`config.mk`:
```
export PLATFORM = sky130hd
export DESIGN_NAME = tpg_isqrt
export DESIGN_NICKNAME = d
export VERILOG_FILES = /design/src/rtl/tpg_isqrt.sv
export SDC_FILE = /design/constraint.sdc
export NUM_CORES = 2
export LEC_CHECK = 0
export BUFFER_PORTS_ARGS = -buffer_cell sky130_fd_sc_hd__buf_4
export CORE_UTILIZATION = 26
export DETAILED_ROUTE_END_ITERATION = 10
export HOLD_SLACK_MARGIN = 0.1
export PLACE_DENSITY = 0.44
export SETUP_SLACK_MARGIN = 0.02
export SLEW_MARGIN = 20
export SYNTH_ARGS = -nofsm -noshare
export SYNTH_HDL_FRONTEND = slang
export SYNTH_MEMORY_MAX_BITS = 65536
export SYNTH_SLANG_ARGS = --single-unit
```
`constraint.sdc`:
```
create_clock -name clk_i -period 4.3 [get_ports clk_i]
set_input_delay 0.86 -clock clk_i [delete_from_list [all_inputs] [get_ports clk_i]]
set_output_delay 0.86 -clock clk_i [all_outputs]
set_load 0.005 [all_outputs]
```
`src/rtl/tpg_isqrt.sv`:
```
module tpg_isqrt #(
  parameter int unsigned W = 66
) (
  input  logic             clk_i,
  input  logic             en_i,
  input  logic [W-1:0]     x_i,
  output logic [W/2-1:0]   root_o,
  output logic [W/2+2:0]   rem_o
);

  localparam int unsigned N  = W / 2;
  localparam int unsigned RW = N + 3;

  logic [W-1:0]  x_q    [N-1];
  logic [N-1:0]  root_q [N];
  logic [RW-1:0] rem_q  [N];

  // one result bit per stage, two radicand bits shifted in
  for (genvar j = 0; j < N; j++) begin : g_stage
    logic [W-1:0]  x_cur;
    logic [N-1:0]  root_cur;
    logic [RW-1:0] rem_cur;
    logic [RW-1:0] acc;
    logic [RW-1:0] trial;

    if (j == 0) begin : g_first
      assign x_cur    = x_i;
      assign root_cur = '0;
      assign rem_cur  = '0;
    end else begin : g_next
      assign x_cur    = x_q[j-1];
      assign root_cur = root_q[j-1];
      assign rem_cur  = rem_q[j-1];
    end

    assign acc   = {rem_cur[RW-3:0], x_cur[W-1:W-2]};
    assign trial = {1'b0, root_cur, 2'b01};

    always_ff @(posedge clk_i) begin
      if (en_i) begin
        if (acc >= trial) begin
          rem_q[j]  <= acc - trial;
          root_q[j] <= {root_cur[N-2:0], 1'b1};
        end else begin
          rem_q[j]  <= acc;
          root_q[j] <= {root_cur[N-2:0], 1'b0};
        end
      end
    end

    if (j < N - 1) begin : g_fwd
      always_ff @(posedge clk_i) begin
        if (en_i) begin
          x_q[j] <= x_cur << 2;
        end
      end
    end
  end

  assign root_o = root_q[N-1];
  assign rem_o  = rem_q[N-1];

endmodule

```
==> results.md <==
* Reg-to-reg critical path endpoint: rem_q[16][29]$_DFFE_PP_
* Net count after synthesis at 10480
* Drt first pass iters at 5
* Hold Crit Depth at 3
* FILL cells at 48350
* IO Count at 137
* Final cell count without fillers at 16940
* Critical Path Start Type: flip-flop
* Top post-synthesis cells by area: edfxtp_1 (64%), ha_1 (6.0%), xor2_1 (3.2%), xnor2_1 (3.0%), o21ai_0 (2.4%)
* Post-detail-place hpwl at 208200 um
* Pwr dens at 543.7 nW/um^2
* Worst hold start: x_i[65]
* Cts bufs inserted at 327
* DIE AREA at 486300 um^2
* Final wirelength at 291000 um
* Place WS at 249.7 ps
* CTS max path bufs at 4
* Peak supply drop at 0.0003961 V
* Design Area, Final at 146700 um^2
* Post-route ant nets at 0
* Synth async-reset ratio at 0%
* GRT Util Overall at 11.59%
* Synth area leader: edfxtp_1
* IO Port Bufs at 136
* Worst Hold Class: in -> reg
* Fmax at 251.1 MHz
* Synth warn at 0
* Seq pwr share at 44.8%
* Area grow syn2layout at 16.68%
* Min Clock Period, post-route at 3982 ps
* CTS root buffer: clkbuf_16
* DRC at 0
* Row Count at 255
* Total core area at 481800 um^2
* Status: finished clean
* Critical path capture point type: flip-flop
* Final net count at 10920
* Post-synth EDFFs at 2689
* Final setup violation count at 0
* Vias per inst at 4.492
* RSZ-0062 raised after global routing: no
* Global route overflow at 0
* Crit path max fanout at 8
* Initial drt markers at 4784
* Die height at 697.4 um
* Crit path required time at 4950 ps
* Final Hold Viols at 0
* Critical setup path kind: reg -> reg
* Initial Util at 26.10%
* Most common cell after layout, fill and taps aside: edfxtp_1
* Layout cells sized above 1 at 8.824%
* Initial antenna violation count at 6
* Maximum number of pins on one net before global-route repair at 176
* CP arrival at 4640 ps
* Routed len/inst at 17.18 um
* Commonest cells after routing, fill and taps aside: edfxtp_1 (2689), inv_1 (774), nand2_1 (759), o21ai_0 (615), ha_1 (599)
* Maxcap violations at 0
* Comb power frac at 20.5%
* Final worst-path cycle share at 92.61%
* Reg2reg path depth at 10
* Register area share after synthesis at 64.24%
* Worst slew pin tran at 1106 ps
* Distinct cells, synth at 90
* Worst Skew at 77.45 ps
* Skew-Pair Late Insertion Delay at 940 ps
* Area of placed instances at 135300 um^2
* TritonCTS clock tree: done
* Synth Instances at 9815
* Vias in the first global route at 77180
* Via count at 76120
* PnR worst setup slack at 317.7 ps
* Top cell type's share of synthesized area at 64.23%
* TritonCTS sink count at 2690
* Placed cell count at 16290
* H-tree depth at 5
* Clock-pin slew on the worst setup and hold paths at 60 ps
* Die Width at 697.4 um
* Sw frac at 29.00%
* Netlist Area Pre-Place at 125700 um^2
* Sw Pwr at 23.13 mW
* Clock share of power at 34.7%
* #FFs+latches synth at 2690
* Sum Neg Setup Slack at 0 ps
* Internal at 56.63 mW
* Hold path endpoint: rem_q[0][1]$_DFFE_PP_
* Relative slew slack at 26.26%
* Top_reg_cell synth: edfxtp_1
* Global-route wire length before repair at 451600 um
* P_leak at 55.01 nW
* Crit Reg-Reg Startpoint: rem_q[15][10]$_DFFE_PP_
* Pins over their slew limit at 0
* RePlAce Congestion at 0.8308
* R2R Setup Slk at 320 ps
* Mean Syn Cell Area at 12.81 um^2
-- power by group through the flow --
stage          clock, mW  sequential (mW)  combinational, mW
3_5_place_dp           0             36.3               16.3
4_1_cts             28.9             35.8               16.5
5_1_grt             29.8             36.1               18.3
3_3_place_gp           0             36.3               16.2
2_1_floorplan          0             35.1               11.9
6_report            27.7             35.7               16.4
-- per-layer routing --
metal	wire, um	vias up	track usage [%]	share of wire, %
li1	-	37140	-	-
met1	125800	37080	14.43	43
met2	143900	1374	20.47	49
met3	11890	522	1.877	4.1
met4	9447	0	3.677	3.2
met5	0	-	0	0
-- through the flow --
stage / utilization [%] / total power, mW / hold WS, ps
finish: 30.45 / 79.76 / 282.8
global route: 30.45 / 84.21 / 262.3
CTS: 30.44 / 81.24 / 166.2
detailed placement: 28.08 / 52.66 / 404.5
global placement: 28.08 / 52.46 / 400.5
floorplan: - / 46.98 / 400.3
-- area by class of cell --
cell class / count / area [um^2] / share of cell area, %
diodes: 1 / 2.502 / 0.001706
clock buffers: 385 / 8507 / 5.799
clock inverters: 204 / 2226 / 1.517
inverters: 775 / 2909 / 1.983
multi-input cells: 6124 / 41270 / 28.14
flip-flops and latches: 2690 / 80770 / 55.06
well taps: 6425 / 8039 / 5.480
repair buffers: 339 / 2963 / 2.020
-- cells by family (layout without fill, tap and decap cells) --
| family | after synthesis | in the layout | synth area share (%) |
|---|---|---|---|
| multiplexers | 87 | 87 | 0.7683 |
| adder cells (fa/ha/maj) | 599 | 599 | 5.961 |
| AO/OA/AOI/OAI | 2034 | 2034 | 9.945 |
| buffers and inverters | 1001 | 1703 | 3.004 |
| XOR/XNOR | 896 | 896 | 6.242 |
| other | 0 | 1 | 0 |
| flip-flops | 2690 | 2690 | 64.24 |
| AND/OR/NAND/NOR | 2508 | 2508 | 9.837 |
-- synthesized netlist by cell type, drive strengths merged, types with 105 or more instances --
master,instances
o21a,105
a21oi,570
nor3,216
a21o,277
nand2b,116
nor2,530
nand3,148
ha,599
xor2,462
xnor2,434
clkbuf,211
edfxtp,2689
inv,775
nand2,759
o21ai,617
nor4,129
-- worst max-delay path by stage --
| stage | from | endpoint | depth (start not counted) | slack (ps) |
|---|---|---|---|---|
| final | rem_q[15][10]$_DFFE_PP_ | rem_q[16][29]$_DFFE_PP_ | 10 | 320 |
| after detailed placement | rem_q[28][2]$_DFFE_PP_ | rem_q[29][33]$_DFFE_PP_ | 11 | 250 |
| after floorplan | en_i | rem_q[25][0]$_DFFE_PP_ | 6 | 30 |
| after CTS | rem_q[28][2]$_DFFE_PP_ | rem_q[29][33]$_DFFE_PP_ | 11 | 210 |
| after global routing | rem_q[6][9]$_DFFE_PP_ | rem_q[7][5]$_DFFE_PP_ | 9 | 30 |
| after global placement | root_q[28][1]$_DFFE_PP_ | rem_q[29][33]$_DFFE_PP_ | 12 | 230 |
-- flip-flops by register name, summed over array words and instances (netlist names) --
| signal | count |
|---|---|
| rem_q | 1073 |
| x_q | 1056 |
| root_q | 561 |
-- worst max-delay path, cell delays in order (launching register included) --
cell and delay, ps:
edfxtp_1 400, ha_1 450, nand4_1 180, or4_1 540, o41ai_1 790, nor2_1 230, o2111a_1 250, nor2_1 200
nand2b_1 240, nor4_1 330, xor2_1 100
-- timing repair --
| action | 4_1_cts | 5_1_grt |
|---|---|---|
| endpoints found under the setup margin | 0 | 2 |
| resized for setup | 0 | 1 |
| buffers inserted | 0 | 3 |
| endpoints found under the hold margin | 64 | 0 |
| hold buffers | 64 | 0 |
No activity file was read; power rests on OpenSTA's default activity.
