**config.mk**
```make
export PLATFORM = sky130hd
export DESIGN_NAME = tpg_delay
export DESIGN_NICKNAME = d
export VERILOG_FILES = /design/src/rtl/tpg_delay.sv
export SDC_FILE = /design/constraint.sdc
export NUM_CORES = 1
export LEC_CHECK = 0
export BUFFER_PORTS_ARGS = -buffer_cell sky130_fd_sc_hd__buf_4
export CAP_MARGIN = 5
export CELL_PAD_IN_SITES_DETAIL_PLACEMENT = 1
export CELL_PAD_IN_SITES_GLOBAL_PLACEMENT = 2
export CORE_MARGIN = 8
export CORE_UTILIZATION = 35
export CTS_CLUSTER_DIAMETER = 200
export DETAILED_ROUTE_END_ITERATION = 6
export PLACE_DENSITY_LB_ADDON = 0.1
export SYNTH_ARGS = -nofsm -noshare
export SYNTH_HDL_FRONTEND = slang
export SYNTH_SLANG_ARGS = --single-unit
```
**constraint.sdc**
```tcl
create_clock -name clk_i -period 1.9 [get_ports clk_i]
set_clock_uncertainty 0.15 [all_clocks]
set_input_delay 0.095 -clock clk_i [delete_from_list [all_inputs] [get_ports clk_i]]
set_output_delay 0.095 -clock clk_i [all_outputs]
set_load 0.005 [all_outputs]
```
**src/rtl/tpg_delay.sv**
```systemverilog
module tpg_delay #(
  parameter int unsigned W     = 8,
  parameter int unsigned DEPTH = 2
) (
  input  logic         clk_i,
  input  logic         en_i,
  input  logic [W-1:0] d_i,
  output logic [W-1:0] q_o
);

  logic [W-1:0] pipe_q [DEPTH];

  always_ff @(posedge clk_i) begin
    if (en_i) begin
      pipe_q[0] <= d_i;
      for (int k = 1; k < DEPTH; k++) begin
        pipe_q[k] <= pipe_q[k-1];
      end
    end
  end

  assign q_o = pipe_q[DEPTH-1];

endmodule

```
==> impl_metrics.csv, run 1 <==
group,metric,value,unit
outcome,status,"complete, no violations",
setup_path,cp.depth,1,
setup_path,critPathCapture,"q_o[1]",
sta,period_needed,1.04,ns
drt,routed_wl,720,µm
power_and_ir_drop,power,0.000634,W
power_and_ir_drop,seqPwrFrac,66.9,%
clock_tree,cts_root_buf,"clkbuf_4",
power_and_ir_drop,p_comb_share,8.0,%
final_layout,layout.nets,56,
place,dp_cells,49,
sta,rsz0062_at_grt,"false",
final_layout,regMostFlops,"pipe_q",
setup_path,worstSetupPathType,"flip-flop to output port",
drt,drtIter0Drc,1,
final_layout,largest_register_ffs,16,
global_route,grt_pass1_vias,295,
power_and_ir_drop,total_leakage_power,0.285,nW
logic_synthesis,ys_seq_area_share,88.9,%
logic_synthesis,syn-cell-area,541,µm²
clock_tree,clkSinkCount,16,
logic_synthesis,synth.distinct_cells,2,
setup_path,worstPathMaxFanout,1,
die,start_util,36.7,%
drt,first_pass_iters,2,
logic_synthesis,syn_inst,24,
place,pre_cts_ws,1.12,ns
clock_tree,clk_latency,0.27,ns
setup_path,startpoint_type,"flip-flop",
setup_path,crit_start,"pipe_q[0][9]",
final_layout,final_common_cell,"buf_4",
final_layout,instances_no_fill,60,
drt,wl_per_cell,12.0,µm
sta,setup_viol_count_final,0,
clock_tree,h-tree-depth,1,
sta,max_freq,964,MHz
place,gp_congestion,0.564,
die,num_rows,14,
die,core-area,0.00147,mm²
final_layout,nMultiInputCombCells,0,
setup_path,max_stage_delay,0.38,ns
setup_path,critPathRequiredTime,1.65,ns
die,io_pins,18,
power_and_ir_drop,switchingPower,0.000108,W
setup_path,crit_slowest_cell,"edfxtp_1",
sta,worstMarginPinSlew,0.193,ns
final_layout,drive_above_1_share,45.5,%
global_route,antenna_found_initial,0,
power_and_ir_drop,internal_power,0.000526,W
logic_synthesis,ys_ff_latch,16,
power_and_ir_drop,clockPowerShare,25.1,%
die,dieArea,0.00306,mm²
sta,finalHoldViolCount,0,
sta,period_share,54.6,%
setup_path,cp_cell_sequence,"buf_4",
power_and_ir_drop,p_per_area,867,mW/mm²
global_route,grt-ovfl-total,0,
setup_path,r2r-start,"pipe_q[0][7]",
drt,vias,254,
power_and_ir_drop,p_sw_share,17.0,%
setup_path,reg2regPathDepth,0,
drt,route.detailed.drc,0,
setup_path,r2r_slack,1.12,ns
drt,ant_nets,0,
clock_tree,cts_made_buffers,3,
drt,routed_via_density,4.23,
final_layout,diodes,0,
die,die_h,55.3,µm
global_route,grt_max_degree,17,
final_layout,reg_top3,"pipe_q: 16 flops",
hold_path,hold_class,"input pin to flip-flop",
setup_path,path_buf_inv,1,
power_and_ir_drop,irDropWorstVdd,0.000457,V
sta,tns,0,ns
clock_tree,cts.clk_slew.worst_paths,0.08,ns
clock_tree,postCtsSetupRepairBufs,0,
sta,finalMaxSlewViolations,0,
final_layout,multi_input_area,0,µm²
die,die_x,55.3,µm
setup_path,crit_family,"flip-flops",
global_route,grt.total_usage,4.80,%
final_layout,layout_common_cells,"17 x buf_4, 16 x edfxtp_1, 8 x dlygate4sd3_1",
logic_synthesis,syn_nets,34,
setup_path,cp-end-kind,"output port",
sta,max_slew_margin,87.1,%
logic_synthesis,ys_warn_count,0,
setup_path,crit_arrival,0.79,ns
clock_tree,cts_tree,"yes",
sta,layout_setup_ws,0.863,ns
place,portBuffers,17,
job,drv_cap,0,
logic_synthesis,avgSynthCellArea,22.5,µm²
final_layout,area_growth,35.2,%
setup_path,r2r_end,"pipe_q[0][15]",
global_route,grt_pass1_wl,1.17,mm
clock_tree,clock_path_buffers,2,
final cells by class:
| cell class | count | area, µm² |
|---|---|---|
| fillers | 144 | 741 |
| repair buffers | 25 | 208 |
| well taps | 16 | 20.0 |
| clock buffers | 3 | 22.5 |
| flip-flops and latches | 16 | 480 |
cells in the mapped netlist:
cell       n  area [µm²]
edfxtp_1  16         480
buf_4      8        60.1
power groups by stage:
stage                     registers (W)  logic (W)  clock network, W
after floorplan                0.000430  0.0000168                 0
after global placement         0.000431  0.0000378                 0
after detailed placement       0.000433  0.0000390                 0
after CTS                      0.000425  0.0000517          0.000170
after global routing           0.000427  0.0000546          0.000184
final                          0.000424  0.0000505          0.000159
timing repair:
item | in CTS | in global routing
hold endpoints to repair | 8 | 0
resized for setup | 0 | 0
hold buffers | 8 | 0
worst min path at each step:
stage / start / endpoint / cells after the start
2_1_floorplan: d_i[0] / pipe_q[0][0] / 0
5_1_grt: en_i / pipe_q[0][7] / 1
3_3_place_gp: d_i[1] / pipe_q[0][1] / 1
6_report: en_i / pipe_q[0][2] / 1
4_1_cts: en_i / pipe_q[0][2] / 1
3_5_place_dp: d_i[5] / pipe_q[0][5] / 1
kinds of logic (layout without fill, tap and decap cells):
group / after synthesis / after routing / synth area share (%)
DFF: 16 / 16 / 88.9
buffers and inverters: 8 / 28 / 11.1
per-layer routing:
metal | track usage, % | share of wire, % | wire, µm | up-vias
li1 | - | - | - | 121
met1 | 4.83 | 38 | 275 | 116
met2 | 6.57 | 45 | 327 | 17
met3 | 3.20 | 16 | 116 | 0
met4 | 4.23 | 0 | 0 | 0
met5 | 0 | 0 | 0 | -
per-stage QoR:
stage / hold slack [ns] / instance area [µm²] / utilization [%]
detailed placement: 0.125 / 628 / 42.7
global route: 0.0315 / 731 / 49.7
finish: 0.0376 / 731 / 49.7
CTS: 0.0332 / 731 / 49.7
floorplan: 0.0439 / 541 / -
global placement: 0.124 / 628 / 42.7
Note: power is estimated with default switching activity, not from simulation.
==> inputs of run 2 (changes only) <==
--- a/config.mk
+++ b/config.mk
@@ -10,7 +10,7 @@
 export CELL_PAD_IN_SITES_DETAIL_PLACEMENT = 1
 export CELL_PAD_IN_SITES_GLOBAL_PLACEMENT = 2
 export CORE_MARGIN = 8
-export CORE_UTILIZATION = 35
+export CORE_UTILIZATION = 29
 export CTS_CLUSTER_DIAMETER = 200
 export DETAILED_ROUTE_END_ITERATION = 6
 export PLACE_DENSITY_LB_ADDON = 0.1
==> constraint.sdc (replaced) <==
create_clock -name clk_i -period 0.85 [get_ports clk_i]
set_clock_uncertainty 0.15 [all_clocks]
set_input_delay 0.0425 -clock clk_i [delete_from_list [all_inputs] [get_ports clk_i]]
set_output_delay 0.0425 -clock clk_i [all_outputs]
set_load 0.005 [all_outputs]
==> impl_metrics.csv, run 2 (synthesized netlist as in run 1, its figures left out) <==
group,metric,value,unit
die,core-area,0.00175,mm²
setup_path,max_stage_delay,0.38,ns
setup_path,r2r-start,"pipe_q[0][7]",
hold_path,hp-start,"en_i",
place,gp_congestion,0.603,
power_and_ir_drop,switchingPower,0.000253,W
drt,first_pass_iters,2,
power_and_ir_drop,seqPwrFrac,66.3,%
setup_path,startpoint_type,"flip-flop",
final_layout,area_growth,39.4,%
sta,max_freq,1010,MHz
drt,route.detailed.drc,0,
setup_path,r2r_slack,0.06,ns
global_route,grt_pass1_wl,1.33,mm
die,die_x,59.2,µm
final_layout,drive_above_1_share,45.5,%
power_and_ir_drop,clockPowerShare,25.2,%
clock_tree,postCtsSetupRepairBufs,0,
sta,finalMaxSlewViolations,0,
hold_path,hold_class,"input pin to flip-flop",
setup_path,worstPathMaxFanout,1,
sta,holdWs,-0.00839,ns
setup_path,crit_arrival,0.79,ns
final_layout,reg_top3,"pipe_q: 16 flops",
place,portBuffers,17,
final_layout,final_common_cell,"edfxtp_1",
power_and_ir_drop,p_comb_share,8.5,%
hold_path,whs_path_depth,1,
setup_path,reg2regPathDepth,0,
drt,routed_wl,919,µm
final_layout,nMultiInputCombCells,0,
die,io_pins,18,
clock_tree,clkSinkCount,16,
setup_path,worstSetupPathType,"flip-flop to output port",
place,pre_cts_ws,0.0740,ns
outcome,status,"finished, violations left",
global_route,grt-ovfl-total,0,
final_layout,layout_common_cells,"16 x edfxtp_1, 14 x buf_4, 8 x dlygate4sd3_1",
global_route,grtUsageMet1,4.58,%
clock_tree,cts_made_buffers,3,
hold_path,holdPathEnd,"pipe_q[0][3]",
clock_tree,h-tree-depth,1,
die,num_rows,15,
drt,ant_nets,0,
final_layout,seqCellArea,480,µm²
drt,vias,255,
global_route,grt_pass1_vias,293,
global_route,grt.total_usage,5.49,%
clock_tree,clk_latency,0.27,ns
clock_tree,clock_path_buffers,2,
final_layout,nFillCells,173,
die,dieArea,0.00350,mm²
global_route,grt_util_met2,8.57,%
final_layout,multi_input_area,0,µm²
sta,finalHoldViolCount,16,
sta,worstMarginPinSlew,0.207,ns
setup_path,r2r_end,"pipe_q[0][15]",
sta,tns,-0.994,ns
global_route,use_met3,4.34,%
sta,rsz0062_at_grt,"true",
job,drv_cap,0,
sta,setup_viol_count_final,8,
die,start_util,31.0,%
setup_path,path_buf_inv,1,
power_and_ir_drop,p_sw_share,17.6,%
drt,wl_per_cell,13.3,µm
sta,layout_setup_ws,-0.135,ns
setup_path,cp-end-kind,"output port",
final_layout,regMostFlops,"pipe_q",
power_and_ir_drop,internal_power,0.00118,W
die,die_h,59.2,µm
final_layout,instances_no_fill,69,
sta,period_needed,0.985,ns
sta,period_share,116,%
power_and_ir_drop,p_per_area,1900,mW/mm²
power_and_ir_drop,total_leakage_power,0.289,nW
clock_tree,cts_tree,"yes",
clock_tree,cts.clk_slew.worst_paths,0.08,ns
place,dp_cells,58,
setup_path,crit_slowest_cell,"edfxtp_1",
global_route,grt_max_degree,17,
power_and_ir_drop,irDropWorstVdd,0.000752,V
sta,max_slew_margin,86.2,%
global_route,grt_busiest_layer,"met2",
drt,routed_via_density,3.70,
setup_path,critPathRequiredTime,0.66,ns
setup_path,cp_cell_sequence,"buf_4",
final_layout,layout.nets,56,
drt,drtIter0Drc,4,
global_route,antenna_found_initial,0,
clock_tree,cts_root_buf,"clkbuf_4",
clock_tree,cts_hold_buffers,8,
final_layout,largest_register_ffs,16,
setup_path,crit_family,"flip-flops",
final_layout,diodes,0,
outcome,violations,"negative hold slack, negative setup slack",
run 2: cell counts in the layout (fill, tap and decap cells not counted):
No cell type changed its count.
run 2: through the flow:
step                area, µm²  total power, W  util (%)
floorplan                 541         0.00100         -
global placement          639         0.00105      36.6
detailed placement        639         0.00106      36.6
CTS                       746         0.00146      42.7
global route              753         0.00151      43.2
finish                    753         0.00143      43.2
run 2: worst max path at each step:
stage	start	end	slack, ns	depth (start not counted)
floorplan	pipe_q[0][2]	pipe_q[0][10]	0.11	0
global placement	pipe_q[0][0]	pipe_q[0][8]	0.1	0
detailed placement	pipe_q[0][6]	pipe_q[0][14]	0.07	0
CTS	pipe_q[0][11]	q_o[3]	-0.16	1
global route	pipe_q[0][14]	q_o[6]	-0.18	1
finish	pipe_q[0][11]	q_o[3]	-0.14	1
run 2: what timing repair did:
action | 4_1_cts | 5_1_grt
endpoints found under the hold margin | 24 | 16
endpoints found under the setup margin | 8 | 8
resized for setup | 1 | 2
run 2: power groups by stage:
stage	logic, W	clock network [W]	registers [W]
floorplan	0.0000375	0	0.000962
global placement	0.0000853	0	0.000963
detailed placement	0.0000883	0	0.000969
CTS	0.000120	0.000391	0.000951
global route	0.000131	0.000422	0.000956
finish	0.000122	0.000361	0.000951
run 2: layer usage:
metal	up-vias	share of wire, %
li1	122	-
met1	120	34
met2	13	53
met3	0	13
met4	0	0
met5	-	0
run 2: cell type report:
cell class            instances  area share, %
clock buffer                  3           2.99
sequential                   16           63.8
tap                          25           4.15
timing repair buffer         25           29.1
==> inputs of run 3 (changes only) <==
--- a/config.mk
+++ b/config.mk
@@ -14,6 +14,7 @@
 export CTS_CLUSTER_DIAMETER = 200
 export DETAILED_ROUTE_END_ITERATION = 6
 export PLACE_DENSITY_LB_ADDON = 0.1
+export REMOVE_ABC_BUFFERS = 1
 export SYNTH_ARGS = -nofsm -noshare
 export SYNTH_HDL_FRONTEND = slang
 export SYNTH_SLANG_ARGS = --single-unit
==> impl_metrics.csv, run 3 (synthesized netlist as in run 1, its figures left out) <==
group,metric,value,unit
clock_tree,clkSinkCount,16,
setup_path,r2r_slack,0.06,ns
global_route,grt.total_usage,5.18,%
sta,rsz0062_at_grt,"true",
setup_path,worstPathMaxFanout,1,
setup_path,cp-end-kind,"output port",
setup_path,critPathRequiredTime,0.66,ns
final_layout,layout.nets,56,
sta,holdWs,-0.0180,ns
drt,first_pass_iters,4,
outcome,status,"finished, violations left",
setup_path,reg2regPathDepth,0,
die,start_util,31.0,%
die,io_pins,18,
clock_tree,clk_latency,0.27,ns
final_layout,nMultiInputCombCells,0,
setup_path,worstSetupPathType,"flip-flop to output port",
final_layout,final_common_cell,"edfxtp_1",
clock_tree,clock_path_buffers,2,
setup_path,cp.depth,1,
drt,drtIter0Drc,5,
clock_tree,cts_tree,"yes",
global_route,grt_max_degree,17,
power_and_ir_drop,power,0.00146,W
drt,ant_nets,0,
setup_path,max_stage_delay,0.40,ns
power_and_ir_drop,irDropWorstVdd,0.000848,V
hold_path,hp-start,"en_i",
sta,layout_setup_ws,-0.146,ns
place,gp_congestion,0.582,
final_layout,largest_register_ffs,16,
drt,routed_wl,841,µm
sta,worstMarginPinSlew,0.203,ns
final_layout,reg_top3,"pipe_q: 16 flops",
final_layout,utilization,43.8,%
sta,finalHoldViolCount,16,
global_route,antenna_found_initial,0,
final_layout,multi_input_area,0,µm²
final_layout,layout_common_cells,"16 x edfxtp_1, 11 x buf_4, 8 x dlygate4sd3_1",
power_and_ir_drop,total_leakage_power,0.293,nW
setup_path,startpoint_type,"flip-flop",
setup_path,crit_arrival,0.80,ns
final_layout,regMostFlops,"pipe_q",
sta,period_share,117,%
setup_path,r2r_end,"pipe_q[0][13]",
global_route,grt-ovfl-total,0,
drt,vias,258,
setup_path,r2r-start,"pipe_q[0][5]",
drt,wl_per_cell,12.2,µm
drt,routed_via_density,3.74,
die,num_rows,15,
hold_path,hold_class,"input pin to flip-flop",
clock_tree,cts.clk_slew.worst_paths,0.09,ns
global_route,grt_pass1_vias,327,
die,die_h,59.2,µm
die,core-area,0.00175,mm²
drt,route.detailed.drc,0,
sta,setup_viol_count_final,8,
sta,period_needed,0.996,ns
final_layout,diodes,0,
sta,finalMaxSlewViolations,0,
job,drv_cap,0,
setup_path,cp_cell_sequence,"buf_6",
place,portBuffers,17,
power_and_ir_drop,p_per_area,1910,mW/mm²
die,dieArea,0.00350,mm²
sta,max_slew_margin,86.4,%
final_layout,drive_above_1_share,45.5,%
sta,max_freq,1000,MHz
clock_tree,cts_root_buf,"clkbuf_4",
setup_path,path_buf_inv,1,
setup_path,crit_family,"flip-flops",
setup_path,critPathCapture,"q_o[5]",
global_route,grt_pass1_wl,1.31,mm
die,die_x,59.2,µm
clock_tree,h-tree-depth,1,
clock_tree,cts_made_buffers,3,
setup_path,crit_slowest_cell,"edfxtp_1",
setup_path,crit_start,"pipe_q[0][13]",
clock_tree,cts_hold_buffers,8,
outcome,violations,"negative hold slack, negative setup slack",
final_layout,area_growth,41.4,%
-- run 3: area by class of cell --
type                    count  area [µm²]
flip-flops and latches     16         480
well taps                  25        31.3
repair buffers             25         230
fillers                   171         981
clock buffers               3        22.5
-- run 3: worst min path at each step --
stage | slack, ns | cells after the start | to
6_report | -0.02 | 1 | pipe_q[0][13]
5_1_grt | -0.03 | 1 | pipe_q[0][3]
4_1_cts | -0.02 | 1 | pipe_q[0][3]
3_5_place_dp | 0.07 | 1 | pipe_q[0][7]
3_3_place_gp | 0.07 | 1 | pipe_q[0][6]
2_1_floorplan | -0.009 | 0 | pipe_q[0][0]
-- run 3: through the flow --
step	hold WS (ns)	setup slack [ns]	cells	cell area [µm²]	TNS [ns]
floorplan	-0.00863	0.111	16	480	0
global placement	0.0712	0.102	58	639	0
detailed placement	0.0718	0.0777	58	639	0
CTS	-0.0225	-0.163	69	746	-1.16
global route	-0.0262	-0.200	69	764	-1.39
finish	-0.0180	-0.146	69	764	-1.05
-- run 3: report_power, final --
group          internal, W  leakage, nW  total (W)  switching, W
logic            0.0000887        0.123   0.000126     0.0000372
clock network     0.000164       0.0138   0.000380      0.000216
registers         0.000935        0.157   0.000952     0.0000172
-- run 3: what timing repair did --
action / 4_1_cts / 5_1_grt
endpoints found under the setup margin: 8 / 8
hold endpoints to repair: 24 / 16
setup buffers: 0 / 0
pin swaps: 0 / 0
gates cloned: 0 / 0
resized for setup: 1 / 5
-- run 3: per-layer routing --
layer,track usage [%],vias up,wire length (µm)
li1,-,122,-
met1,4.19,126,302
met2,9.03,10,453
met3,3.47,0,85
met4,3.07,0,0
met5,0,-,0
